$ cat config.mk
export PLATFORM = sky130hd
export DESIGN_NAME = session_command_watchdog_core
export DESIGN_NICKNAME = d
export VERILOG_FILES = /design/src/sv/scw_pkg.sv /design/src/sv/session_command_watchdog_core.sv
export SDC_FILE = /design/constraint.sdc
export NUM_CORES = 1
export LEC_CHECK = 0
export BUFFER_PORTS_ARGS = -buffer_cell sky130_fd_sc_hd__buf_2
export CORE_MARGIN = 2
export CORE_UTILIZATION = 40
export DETAILED_ROUTE_END_ITERATION = 16
export MAX_ROUTING_LAYER = met4
export PLACE_DENSITY = 0.62
export RECOVER_POWER = 100
export SKIP_LAST_GASP = 1
export SLEW_MARGIN = 20
export SYNTH_ARGS = -nofsm -noshare
export SYNTH_HDL_FRONTEND = slang
export SYNTH_SLANG_ARGS = --single-unit
$ cat constraint.sdc
create_clock -name clk -period 12.3 [get_ports clk]
set_clock_uncertainty 0.2 [all_clocks]
set_input_delay 2.46 -clock clk [delete_from_list [all_inputs] [get_ports clk]]
set_output_delay 2.46 -clock clk [all_outputs]
set_load 0.01 [all_outputs]
$ cat src/sv/scw_pkg.sv
`timescale 1ns / 1ps

package scw_pkg;

  // Operation codes carried by a request (the unused code behaves as a poll).
  typedef enum logic [1:0] {
    OP_BEGIN   = 2'd0,
    OP_REFRESH = 2'd1,
    OP_POLL    = 2'd2,
    OP_SPARE   = 2'd3
  } op_t;

  // Result status codes.
  typedef enum logic [3:0] {
    ST_ALIVE         = 4'd0,
    ST_BACKWARD      = 4'd1,
    ST_BAD_SESSION   = 4'd2,
    ST_NOT_NEW       = 4'd3,
    ST_NO_SESSION    = 4'd4,
    ST_MISMATCH      = 4'd5,
    ST_BAD_SEQ       = 4'd6,
    ST_BAD_REQ       = 4'd7,
    ST_BAD_VALIDITY  = 4'd8,
    ST_NEEDS_SESSION = 4'd9,
    ST_AMBIGUOUS     = 4'd10,
    ST_DUPLICATE     = 4'd11,
    ST_STALE_SEQ     = 4'd12,
    ST_STALE_REQ     = 4'd13,
    ST_SAFE          = 4'd14,
    ST_EXPIRED       = 4'd15
  } status_t;

  // Configuration register indexes (byte address is eight times the index).
  typedef enum logic [0:0] {
    REG_TIMEOUT  = 1'b0,
    REG_VALIDITY = 1'b1
  } reg_idx_t;

  localparam int unsigned  ADDR_W           = 4;
  localparam logic [63:0]  TIMEOUT_RESET    = 64'd100000000;
  localparam logic [15:0]  VALIDITY_RESET   = 16'd100;
  localparam logic [31:0]  SERIAL_HALF      = 32'h8000_0000;

  // Serial-number comparison result of a candidate against the stored value.
  typedef struct packed {
    logic same;
    logic ambig;
    logic newer;
  } serial_ord_t;

  function automatic serial_ord_t serial_order(input logic [31:0] cand,
                                               input logic [31:0] cur);
    logic [31:0] d;
    serial_ord_t o;
    d       = cand - cur;
    o.same  = (d == 32'd0);
    o.ambig = (d == SERIAL_HALF);
    o.newer = (d != 32'd0) && !d[31];
    return o;
  endfunction

endpackage

$ cat src/sv/session_command_watchdog_core.sv
`timescale 1ns / 1ps

// Channel   | Direction | Handshake           | Payload
// ----------+-----------+---------------------+----------------------------------------
// in_       | input     | in_valid / in_stall | op, session, sequence, request, validity,
//           |           |                     | time_ns
// out_      | output    | out_valid/out_stall | status, safe_flag
// APB       | input     | psel/penable/pready | timeout at 0x0, validity at 0x8
//
// A request is captured in an input register, then judged, and its state
// update and result are written together into the result register; one request
// per cycle is sustained while the result side does not stall.
// The throughput is set by the single state-update step (64-bit time compare
// and the 64-bit elapsed-time subtract and compare against the timeout).
// rst_n is synchronous; it clears the session state, both valid flags and
// restores the register reset values.
// A stalled result holds the output register, and the input register then
// stalls the input channel unless it is empty.
module session_command_watchdog_core
  import scw_pkg::*;
(
  input  logic                clk,
  input  logic                rst_n,
  // request channel
  input  logic                in_valid,
  output logic                in_stall,
  input  logic [1:0]          in_op,
  input  logic [31:0]         in_session_number,
  input  logic [31:0]         in_sequence_number,
  input  logic [31:0]         in_request_number,
  input  logic [15:0]         in_validity_value,
  input  logic [63:0]         in_time_ns,
  // result channel
  output logic                out_valid,
  input  logic                out_stall,
  output logic [3:0]          out_status,
  output logic                out_safe_flag,
  // configuration port
  input  logic                psel,
  input  logic                penable,
  input  logic                pwrite,
  input  logic [ADDR_W-1:0]   paddr,
  input  logic [63:0]         pwdata,
  output logic [63:0]         prdata,
  output logic                pready
);

  // Configuration registers.
  logic [63:0] timeout_r;
  logic [15:0] req_validity_r;

  // Input register.
  logic        s1_valid_r;
  op_t         s1_op_r;
  logic [31:0] s1_sid_r;
  logic [31:0] s1_seq_r;
  logic [31:0] s1_req_r;
  logic [15:0] s1_val_r;
  logic [63:0] s1_time_r;

  // Result register.
  logic        out_valid_r;
  status_t     out_status_r;
  logic        out_safe_r;

  // Watchdog state.
  logic        time_seen_r,      time_seen_nxt;
  logic [63:0] last_time_r,      last_time_nxt;
  logic        session_open_r,   session_open_nxt;
  logic [31:0] active_session_r, active_session_nxt;
  logic        prev_valid_r,     prev_valid_nxt;
  logic [31:0] prev_session_r,   prev_session_nxt;
  logic        refresh_seen_r,   refresh_seen_nxt;
  logic [63:0] refresh_time_r,   refresh_time_nxt;
  logic [31:0] last_seq_r,       last_seq_nxt;
  logic [31:0] last_req_r,       last_req_nxt;
  logic        safe_hold_r,      safe_hold_nxt;
  logic        needs_session_r,  needs_session_nxt;
  status_t     status_nxt;

  logic        s2_ready;
  logic        advance;
  logic        time_ok;
  logic [63:0] elapsed;
  serial_ord_t seq_ord;
  serial_ord_t req_ord;
  reg_idx_t    wr_idx;

  // Handshake: the result register frees when empty or taken.
  assign s2_ready = !out_valid_r || !out_stall;
  assign advance  = s1_valid_r && s2_ready;
  assign in_stall = s1_valid_r && !s2_ready;

  assign out_valid     = out_valid_r;
  assign out_status    = out_status_r;
  assign out_safe_flag = out_safe_r;

  // Configuration port: always ready, read mux on the register index.
  assign pready = 1'b1;
  assign wr_idx = reg_idx_t'(paddr[3]);

  always_comb begin
    case (wr_idx)
      REG_TIMEOUT:  prdata = timeout_r;
      REG_VALIDITY: prdata = {48'd0, req_validity_r};
      default:      prdata = 64'd0;
    endcase
  end

  always_ff @(posedge clk) begin
    if (!rst_n) begin
      timeout_r      <= TIMEOUT_RESET;
      req_validity_r <= VALIDITY_RESET;
    end else if (psel && penable && pwrite) begin
      case (wr_idx)
        REG_TIMEOUT:  timeout_r      <= pwdata;
        REG_VALIDITY: req_validity_r <= pwdata[15:0];
        default: ;
      endcase
    end
  end

  // Input register.
  always_ff @(posedge clk) begin
    if (!rst_n) begin
      s1_valid_r <= 1'b0;
    end else if (!in_stall) begin
      s1_valid_r <= in_valid;
    end
  end

  always_ff @(posedge clk) begin
    if (in_valid && !in_stall) begin
      s1_op_r   <= op_t'(in_op);
      s1_sid_r  <= in_session_number;
      s1_seq_r  <= in_sequence_number;
      s1_req_r  <= in_request_number;
      s1_val_r  <= in_validity_value;
      s1_time_r <= in_time_ns;
    end
  end

  // Shared comparisons used by the decision logic.
  assign time_ok = !(time_seen_r && (s1_time_r < last_time_r));
  assign elapsed = s1_time_r - refresh_time_r;
  assign seq_ord = serial_order(s1_seq_r, last_seq_r);
  assign req_ord = serial_order(s1_req_r, last_req_r);

  // Decision logic: status and next state for the request in the input register.
  always_comb begin
    time_seen_nxt      = time_seen_r;
    last_time_nxt      = last_time_r;
    session_open_nxt   = session_open_r;
    active_session_nxt = active_session_r;
    prev_valid_nxt     = prev_valid_r;
    prev_session_nxt   = prev_session_r;
    refresh_seen_nxt   = refresh_seen_r;
    refresh_time_nxt   = refresh_time_r;
    last_seq_nxt       = last_seq_r;
    last_req_nxt       = last_req_r;
    safe_hold_nxt      = safe_hold_r;
    needs_session_nxt  = needs_session_r;
    status_nxt         = ST_ALIVE;

    if (s1_op_r == OP_BEGIN && s1_sid_r == 32'd0) begin
      // A zero session id on begin is rejected before the time check.
      status_nxt = ST_BAD_SESSION;
    end else if (!time_ok) begin
      status_nxt    = ST_BACKWARD;
      safe_hold_nxt = 1'b1;
      if (refresh_seen_r) begin
        needs_session_nxt = 1'b1;
      end
    end else begin
      time_seen_nxt = 1'b1;
      last_time_nxt = s1_time_r;
      case (s1_op_r)
        OP_BEGIN: begin
          if ((session_open_r && active_session_r == s1_sid_r) ||
              (prev_valid_r && prev_session_r == s1_sid_r)) begin
            status_nxt = ST_NOT_NEW;
          end else begin
            if (session_open_r) begin
              prev_session_nxt = active_session_r;
              prev_valid_nxt   = 1'b1;
            end
            active_session_nxt = s1_sid_r;
            refresh_time_nxt   = 64'd0;
            last_seq_nxt       = 32'd0;
            last_req_nxt       = 32'd0;
            session_open_nxt   = 1'b1;
            refresh_seen_nxt   = 1'b0;
            safe_hold_nxt      = 1'b1;
            needs_session_nxt  = 1'b0;
          end
        end
        OP_REFRESH: begin
          if (s1_sid_r == 32'd0) begin
            status_nxt = ST_BAD_SESSION;
          end else if (!session_open_r) begin
            status_nxt = ST_NO_SESSION;
          end else if (s1_sid_r != active_session_r) begin
            status_nxt = ST_MISMATCH;
          end else if (s1_seq_r == 32'd0) begin
            status_nxt = ST_BAD_SEQ;
          end else if (s1_req_r == 32'd0) begin
            status_nxt = ST_BAD_REQ;
          end else if (s1_val_r != req_validity_r) begin
            status_nxt = ST_BAD_VALIDITY;
          end else if (needs_session_r) begin
            status_nxt = ST_NEEDS_SESSION;
          end else if (refresh_seen_r && (seq_ord.ambig || req_ord.ambig)) begin
            status_nxt = ST_AMBIGUOUS;
          end else if (refresh_seen_r && seq_ord.same && req_ord.same) begin
            status_nxt = ST_DUPLICATE;
          end else if (refresh_seen_r && !seq_ord.newer) begin
            status_nxt = ST_STALE_SEQ;
          end else if (refresh_seen_r && !req_ord.newer) begin
            status_nxt = ST_STALE_REQ;
          end else begin
            last_seq_nxt      = s1_seq_r;
            last_req_nxt      = s1_req_r;
            refresh_time_nxt  = s1_time_r;
            refresh_seen_nxt  = 1'b1;
            safe_hold_nxt     = 1'b0;
            needs_session_nxt = 1'b0;
          end
        end
        default: begin
          // Poll, and the spare code which behaves the same.
          if (!session_open_r || !refresh_seen_r) begin
            safe_hold_nxt = 1'b1;
            status_nxt    = ST_SAFE;
          end else if (safe_hold_r) begin
            status_nxt = ST_EXPIRED;
          end else if (elapsed >= timeout_r) begin
            safe_hold_nxt     = 1'b1;
            needs_session_nxt = 1'b1;
            status_nxt        = ST_EXPIRED;
          end
        end
      endcase
    end
  end

  // State and result registers, written as the request leaves the input register.
  always_ff @(posedge clk) begin
    if (!rst_n) begin
      time_seen_r      <= 1'b0;
      last_time_r      <= 64'd0;
      session_open_r   <= 1'b0;
      active_session_r <= 32'd0;
      prev_valid_r     <= 1'b0;
      prev_session_r   <= 32'd0;
      refresh_seen_r   <= 1'b0;
      refresh_time_r   <= 64'd0;
      last_seq_r       <= 32'd0;
      last_req_r       <= 32'd0;
      safe_hold_r      <= 1'b1;
      needs_session_r  <= 1'b0;
      out_valid_r      <= 1'b0;
    end else begin
      if (s2_ready) begin
        out_valid_r <= s1_valid_r;
      end
      if (advance) begin
        time_seen_r      <= time_seen_nxt;
        last_time_r      <= last_time_nxt;
        session_open_r   <= session_open_nxt;
        active_session_r <= active_session_nxt;
        prev_valid_r     <= prev_valid_nxt;
        prev_session_r   <= prev_session_nxt;
        refresh_seen_r   <= refresh_seen_nxt;
        refresh_time_r   <= refresh_time_nxt;
        last_seq_r       <= last_seq_nxt;
        last_req_r       <= last_req_nxt;
        safe_hold_r      <= safe_hold_nxt;
        needs_session_r  <= needs_session_nxt;
      end
    end
  end

  always_ff @(posedge clk) begin
    if (advance) begin
      out_status_r <= status_nxt;
      out_safe_r   <= safe_hold_nxt;
    end
  end

`ifndef ASSERT_OFF
  // The output must be live only after an accepted refresh of an open session.
  a_live_needs_refresh: assert property (@(posedge clk) disable iff (!rst_n)
    !safe_hold_r |-> (session_open_r && refresh_seen_r))
    else $error("safe hold clear without an open, refreshed session");

  // A forced new session always keeps the output safe.
  a_needs_implies_safe: assert property (@(posedge clk) disable iff (!rst_n)
    needs_session_r |-> safe_hold_r)
    else $error("new session required while the safe hold is clear");

  // A session can only be open once a timestamp has been taken.
  a_open_after_time: assert property (@(posedge clk) disable iff (!rst_n)
    session_open_r |-> time_seen_r)
    else $error("session open before any accepted time");

  // A request leaving the input register always lands in the result register.
  a_advance_lands: assert property (@(posedge clk) disable iff (!rst_n)
    advance |=> out_valid_r)
    else $error("request lost between input and result registers");

  // The result flag mirrors the stored safe-hold state.
  a_flag_tracks_state: assert property (@(posedge clk) disable iff (!rst_n)
    advance |=> (out_safe_r == safe_hold_r))
    else $error("result safe flag differs from the safe hold");
`endif

endmodule

==> impl_metrics.py, run 1 <==
metrics = {
    "power_and_ir_drop": {
        "netSwitchingFraction_pct": 26.9,
        "ir_drop_mv": 0.106,
        "comb_power_share_pct": 13.3,
        "intPower_mw": 3.22,
        "power.leakage_nw": 13.0,
        "switching_power_mw": 1.19,
        "seqPwrFrac_pct": 43.7,
        "clockPowerShare_pct": 43.1,
        "power_density_mw_per_mm2": 124,
    },
    "synthesis": {
        "ys_types": 95,
        "syn_area_per_cell_um2": 8.81,
        "synth-edff-count": 183,
        "synth_ff_type": "dfxtp_1",
        "synthCells": 3593,
        "synth_largest_area_cell": "dfxtp_1",
        "ys_seq_area_share_pct": 39.1,
        "ys_ff_latch": 527,
        "synth_nets": 4101,
        "yosysTopAreaCellShare_pct": 21.8,
        "netlist_top_cells_area": "dfxtp_1 (22%), edfxtp_1 (17%), ha_1 (10%)",
        "yosys_warnings": 0,
        "async_flop_share_pct": 0,
        "synth.cell_area_mm2": 0.0317,
    },
    "timing": {
        "period_minus_slack_ns": 8.95,
        "finalHoldViolCount": 0,
        "max_freq_mhz": 112,
        "fin_setup_tns_ns": 0,
        "rsz0062_at_grt": "false",
        "setup_ws_ns": 3.35,
        "finalSetupViolCount": 0,
        "fin_crit_sh_pct": 72.7,
        "report.final.slew_viol_count": 469,
        "worstMarginPinSlew_ns": 4.23,
        "relSlewSlack_pct": -182,
    },
    "setup_path": {
        "cp_slowest_cell": "clkbuf_1",
        "startpoint_type": "input port",
        "path_depth": 4,
        "cp_cell_sequence": "buf_2 -> clkbuf_1 -> o21ai_0 -> clkbuf_1",
        "rr_endpoint": "safe_hold_r",
        "startpoint": "paddr[3]",
        "endpoint_kind": "output port",
        "required_ns": 9.64,
        "crit_fanout": 82,
        "cp_top_family": "buffers and inverters",
        "crit_end": "prdata[12]",
        "crit_path_frequent_cell": "clkbuf_1",
        "arrival_ns": 6.29,
        "r2r_cells": 26,
        "r2r_start": "s1_time_r[0]",
        "slowest_delay_ns": 2.70,
        "path_class": "in2out",
        "cp_num_buf_inv": 3,
        "worst-r2r-setup-slack_ns": 4.96,
    },
    "min_path": {
        "worstHoldPathType": "reg2reg",
    },
    "global_route": {
        "antenna_found_initial": 13,
        "grt_max_degree": 139,
        "overflow": 0,
        "grt.total_usage_pct": 21.6,
        "grt_pass1_wl_um": 137000,
        "grt_pass1_vias": 24600,
    },
    "final_layout": {
        "final_cell_mix": "nand2_1 (548), dfxtp_1 (344), inv_1 (294), a21oi_1 (290), ha_1 (252)",
        "drive_gt1_share_pct": 12.5,
        "fin_cells": 4944,
        "fin_nets": 4337,
        "final_common_cell": "nand2_1",
        "n_fill_cell": 7829,
        "areaGrowthSynthToFinish_pct": 11.9,
    },
    "cts": {
        "cts_tree": "done",
        "root_buffer": "clkbuf_16",
        "clockBufferDepth": 3,
        "clkLatencyLatePin_ns": 0.65,
        "cts_hold_buf": 0,
        "post-cts-setup-buffers": 0,
        "clock_sinks": 527,
        "htreeDepth": 2,
        "ctsResizeCount": 0,
        "clk_pin_slew_ns": 0.06,
        "numCtsBuffers": 61,
    },
    "detailed_routing": {
        "viasPerCell": 5.28,
        "route.detailed.drc": 0,
        "ant_nets": 0,
        "drt_iter0_markers": 1646,
        "first_pass_iters": 5,
        "num_vias": 26100,
        "drt_wl_total_um": 87800,
        "wl_per_cell_um": 17.8,
    },
    "placed_design": {
        "gp_routability_congestion": 0.906,
        "preCtsSetupSlack_ns": 5.24,
        "dpl.hpwl_um": 65400,
        "port_buffers": 320,
        "dp_cells": 4816,
    },
    "floorplan": {
        "fp.dieH_um": 285,
        "core_mm2": 0.0786,
        "io_pins": 325,
        "fp.dieW_um": 285,
        "start_util_pct": 40.3,
        "num_rows": 103,
        "die-area_mm2": 0.0814,
    },
    "outcome": {
        "violations": "max-capacitance violations, max-slew violations",
        "status": "finished, violations left",
    },
    "job": {
        "max-cap-violations": 9,
    },
}
worst reg2reg max path, delay by kind of cell (launching register included):
family / cells / cell delay [ns]
AOI/OAI and AO/OA: 17 / 4.74
adders and majority gates: 3 / 0.86
DFF: 1 / 0.41
buffers and inverters: 3 / 0.38
and+or+nand+nor: 2 / 0.35
xor gates and xnor gates: 1 / 0.20
logic make-up (layout without fill, tap and decap cells):
| family | count (synthesis) | count (layout) | synth area share (%) |
|---|---|---|---|
| muxes | 79 | 79 | 2.52 |
| buffers and inverters | 464 | 753 | 6.38 |
| xor gates and xnor gates | 158 | 158 | 4.37 |
| and+or+nand+nor | 1257 | 1257 | 19.8 |
| adders and majority gates | 255 | 255 | 10.1 |
| other | 1 | 13 | 0.0118 |
| DFF | 527 | 527 | 39.1 |
| AOI/OAI and AO/OA | 852 | 852 | 17.7 |
cell type report:
cell class	count	area (um2)	area share, %
Tap cell	1050	1310	3.71
Antenna cell	12	30.0	0.0848
Timing Repair Buffer	342	1630	4.61
Clock inverter	33	345	0.975
Multi-Input combinational cell	2602	16800	47.4
Inverter	295	1110	3.13
Sequential cell	527	12400	34.9
Clock buffer	83	1810	5.10
power by group through the flow:
stage          logic [mW]  clock network (mW)  registers (mW)
2_1_floorplan       0.415                   0            1.94
5_1_grt             0.659                2.02            1.93
6_report            0.585                1.90            1.92
3_5_place_dp        0.588                   0            1.96
4_1_cts             0.592                1.95            1.92
3_3_place_gp        0.584                   0            1.96
routing by layer:
metal,global-route usage [%],vias up,share of wire (%)
li1,-,13200,-
met1,28.8,12200,46
met2,34.3,638,46
met3,3.08,104,5.3
met4,5.86,0,2.2
met5,-,-,0
per-stage QoR:
| step | hold slack (ns) | utilization [%] | total power [mW] | area, um2 |
|---|---|---|---|---|
| 2_1_floorplan | 0.236 | - | 2.36 | 31700 |
| 3_3_place_gp | 0.241 | 43.1 | 2.54 | 33900 |
| 3_5_place_dp | 0.245 | 43.1 | 2.55 | 33900 |
| 4_1_cts | 0.255 | 45.8 | 4.47 | 36000 |
| 5_1_grt | 0.268 | 45.1 | 4.61 | 35400 |
| 6_report | 0.254 | 45.1 | 4.41 | 35400 |
state kept, by name, indices dropped and copies added (netlist names), 2 cells and up:
register / count
timeout_r: 64
s1_req_r: 32
out_status: 4
s1_seq_r: 32
refresh_time_r: 64
s1_val_r: 16
s1_sid_r: 32
req_validity_r: 16
last_req_r: 32
last_seq_r: 32
active_session_r: 32
last_time_r: 64
s1_time_r: 64
s1_op_r: 2
prev_session_r: 32
cell usage after synthesis, types with 5 or more instances:
| cell type | instances |
|---|---|
| o22ai_1 | 6 |
| o21bai_1 | 19 |
| o31ai_1 | 17 |
| edfxtp_1 | 183 |
| or2_2 | 9 |
| o211ai_1 | 31 |
| nor3_1 | 34 |
| nand3_2 | 102 |
| o21a_1 | 28 |
| o21ai_0 | 107 |
| o21ai_1 | 38 |
| clkbuf_2 | 5 |
| a21o_1 | 82 |
| a211oi_1 | 16 |
| buf_12 | 11 |
| a2111oi_0 | 9 |
| a31oi_1 | 14 |
| dfxtp_1 | 344 |
| nand3_1 | 70 |
| a221oi_1 | 7 |
| buf_6 | 5 |
| inv_1 | 295 |
| clkbuf_1 | 90 |
| nor2b_1 | 37 |
| xor2_1 | 70 |
| o41ai_1 | 6 |
| o21ai_2 | 100 |
| mux2i_1 | 74 |
| buf_1 | 16 |
| a21oi_1 | 290 |
| xnor2_1 | 88 |
| or3_1 | 8 |
| buf_2 | 41 |
| ha_1 | 252 |
| nor2_1 | 236 |
| nand2_1 | 548 |
| o2111ai_1 | 7 |
| nand2b_1 | 14 |
| and2_1 | 18 |
| a211o_1 | 8 |
| nor4_1 | 51 |
| a311oi_1 | 5 |
| and3_1 | 15 |
| nand4_1 | 81 |
worst min-delay path by stage:
stage / from / end / slack (ns) / cells after the start
after floorplan: timeout_r[10] / timeout_r[10] / 0.24 / 2
after global placement: timeout_r[5] / timeout_r[5] / 0.24 / 2
after detailed placement: refresh_time_r[5] / refresh_time_r[5] / 0.25 / 2
after CTS: timeout_r[40] / timeout_r[40] / 0.26 / 2
after global routing: timeout_r[39] / timeout_r[39] / 0.27 / 2
final: timeout_r[11] / timeout_r[11] / 0.25 / 2
(Power assumes the default switching activity.)
==> run 2, diff against run 1 <==
Settings changed: PLACE_DENSITY 0.62 to 0.64.
Clock period 12.3 ns to 8 ns, I/O delays scaled along.
==> impl_metrics.py, run 2 (synthesis gave the netlist of run 1 again) <==
metrics = {
    "floorplan": {
        "num_rows": 103,
        "fp.dieW_um": 285,
        "core_mm2": 0.0786,
        "io_pins": 325,
        "fp.dieH_um": 285,
        "start_util_pct": 40.3,
        "die-area_mm2": 0.0814,
    },
    "min_path": {
        "worstHoldPathType": "reg2reg",
        "holdPathEnd": "timeout_r[45]",
        "hold_start": "timeout_r[45]",
        "hold-path-cell-count": 2,
    },
    "timing": {
        "finalHoldViolCount": 0,
        "finalSetupViolCount": 0,
        "rsz0062_at_grt": "false",
        "max_freq_mhz": 144,
        "period_minus_slack_ns": 6.94,
        "hold_ws_ns": 0.253,
        "setup_ws_ns": 1.06,
        "worstMarginPinSlew_ns": 3.31,
        "fin_crit_sh_pct": 86.8,
        "relSlewSlack_pct": -122,
        "report.final.slew_viol_count": 399,
        "fin_setup_tns_ns": 0,
    },
    "cts": {
        "clock_sinks": 527,
        "htreeDepth": 2,
        "numCtsBuffers": 60,
        "cts_tree": "done",
        "clkLatencyLatePin_ns": 0.65,
        "ctsResizeCount": 0,
        "root_buffer": "clkbuf_16",
        "clockBufferDepth": 3,
        "clk_pin_slew_ns": 0.06,
        "cts_hold_buf": 0,
        "post-cts-setup-buffers": 0,
    },
    "power_and_ir_drop": {
        "ir_drop_mv": 0.165,
        "switching_power_mw": 1.82,
        "clockPowerShare_pct": 42.3,
        "power_density_mw_per_mm2": 189,
        "seqPwrFrac_pct": 44.3,
        "comb_power_share_pct": 13.4,
        "intPower_mw": 4.86,
        "netSwitchingFraction_pct": 27.2,
        "power.leakage_nw": 13.0,
    },
    "placed_design": {
        "port_buffers": 320,
        "dpl.hpwl_um": 64300,
        "preCtsSetupSlack_ns": 1.21,
        "dpl_cell_area_mm2": 0.0339,
        "dp_cells": 4817,
        "gp_routability_congestion": 0.928,
    },
    "detailed_routing": {
        "wl_per_cell_um": 17.5,
        "route.detailed.drc": 0,
        "viasPerCell": 5.27,
        "drt_iter0_markers": 1603,
        "ant_nets": 0,
        "drt_wl_total_um": 86400,
        "first_pass_iters": 7,
        "num_vias": 26000,
    },
    "setup_path": {
        "crit_fanout": 5,
        "arrival_ns": 7.23,
        "path_class": "reg2reg",
        "endpoint_kind": "flip-flop",
        "rr_endpoint": "safe_hold_r",
        "crit_path_frequent_cell": "o21ai_0",
        "startpoint_type": "flip-flop",
        "worst-r2r-setup-slack_ns": 1.06,
        "slowest_delay_ns": 0.53,
        "required_ns": 8.29,
        "r2r_start": "s1_time_r[0]",
        "r2r_cells": 26,
        "cp_slowest_cell": "a221oi_1",
    },
    "final_layout": {
        "areaGrowthSynthToFinish_pct": 11.6,
        "final_cell_mix": "nand2_1 (548), dfxtp_1 (344), inv_1 (294), a21oi_1 (290), ha_1 (252)",
        "drive_gt1_share_pct": 12.7,
        "fin_area_mm2": 0.0353,
        "final_common_cell": "nand2_1",
        "fin_cells": 4939,
        "fin_nets": 4337,
        "n_fill_cell": 7868,
    },
    "outcome": {
        "status": "finished, violations left",
        "violations": "max-capacitance violations, max-slew violations",
    },
    "job": {
        "max-cap-violations": 8,
    },
    "global_route": {
        "grt_max_degree": 91,
        "grt_pass1_vias": 24700,
        "grt.total_usage_pct": 21.4,
        "overflow": 0,
        "antenna_found_initial": 9,
        "grt_pass1_wl_um": 137000,
    },
}
[run 2: worst max-delay path: cells and delay by family, from the launching register on]
| family | cells | cell delay [ns] |
|---|---|---|
| compound gates | 17 | 4.50 |
| buf+inv | 3 | 0.35 |
| fa+ha+maj | 3 | 0.81 |
| flops | 1 | 0.41 |
| simple gates | 2 | 0.34 |
| xor+xnor | 1 | 0.18 |
[run 2: per-layer routing]
metal  part of all wire [%]  GRT usage [%]  vias up  wire length (um)
met3                    4.3           2.26      117              3760
li1                       -              -    13100                 -
met2                     47           34.6      562             40300
met1                     47           28.8    12200             40300
met5                      0              -        -                 0
met4                    2.3           5.35        0              1980
[run 2: stage by stage]
step | util [%] | total power, mW
5_1_grt | 44.9 | 6.99
4_1_cts | 45.8 | 6.77
3_5_place_dp | 43.1 | 3.91
6_report | 44.9 | 6.68
2_1_floorplan | - | 3.62
3_3_place_gp | 43.1 | 3.90
[run 2: worst max-delay path by stage]
stage	from	end	slack, ns	cells after the start
2_1_floorplan	out_stall	s1_op_r[0]	0.86	2
3_3_place_gp	s1_time_r[0]	safe_hold_r	1.26	26
3_5_place_dp	s1_time_r[0]	safe_hold_r	1.21	26
4_1_cts	s1_time_r[0]	safe_hold_r	1.17	26
5_1_grt	s1_time_r[0]	safe_hold_r	0.37	26
6_report	s1_time_r[0]	safe_hold_r	1.06	26
[run 2: power groups by stage]
| stage | registers (mW) | logic, mW | clock network (mW) |
|---|---|---|---|
| 2_1_floorplan | 2.98 | 0.638 | 0 |
| 3_3_place_gp | 3.01 | 0.892 | 0 |
| 3_5_place_dp | 3.01 | 0.900 | 0 |
| 4_1_cts | 2.96 | 0.906 | 2.91 |
| 5_1_grt | 2.97 | 1.01 | 3.01 |
| 6_report | 2.96 | 0.894 | 2.83 |
[run 2: cell type report]
cell class / instances / area [um2] / area share (%)
multi-input cells: 2602 / 16800 / 47.5
clock buffers: 79 / 1690 / 4.77
diodes: 8 / 20.0 / 0.0567
clock inverters: 35 / 369 / 1.04
inverters: 295 / 1110 / 3.14
repair buffers: 343 / 1660 / 4.69
flip-flops and latches: 527 / 12400 / 35.0
well taps: 1050 / 1310 / 3.72
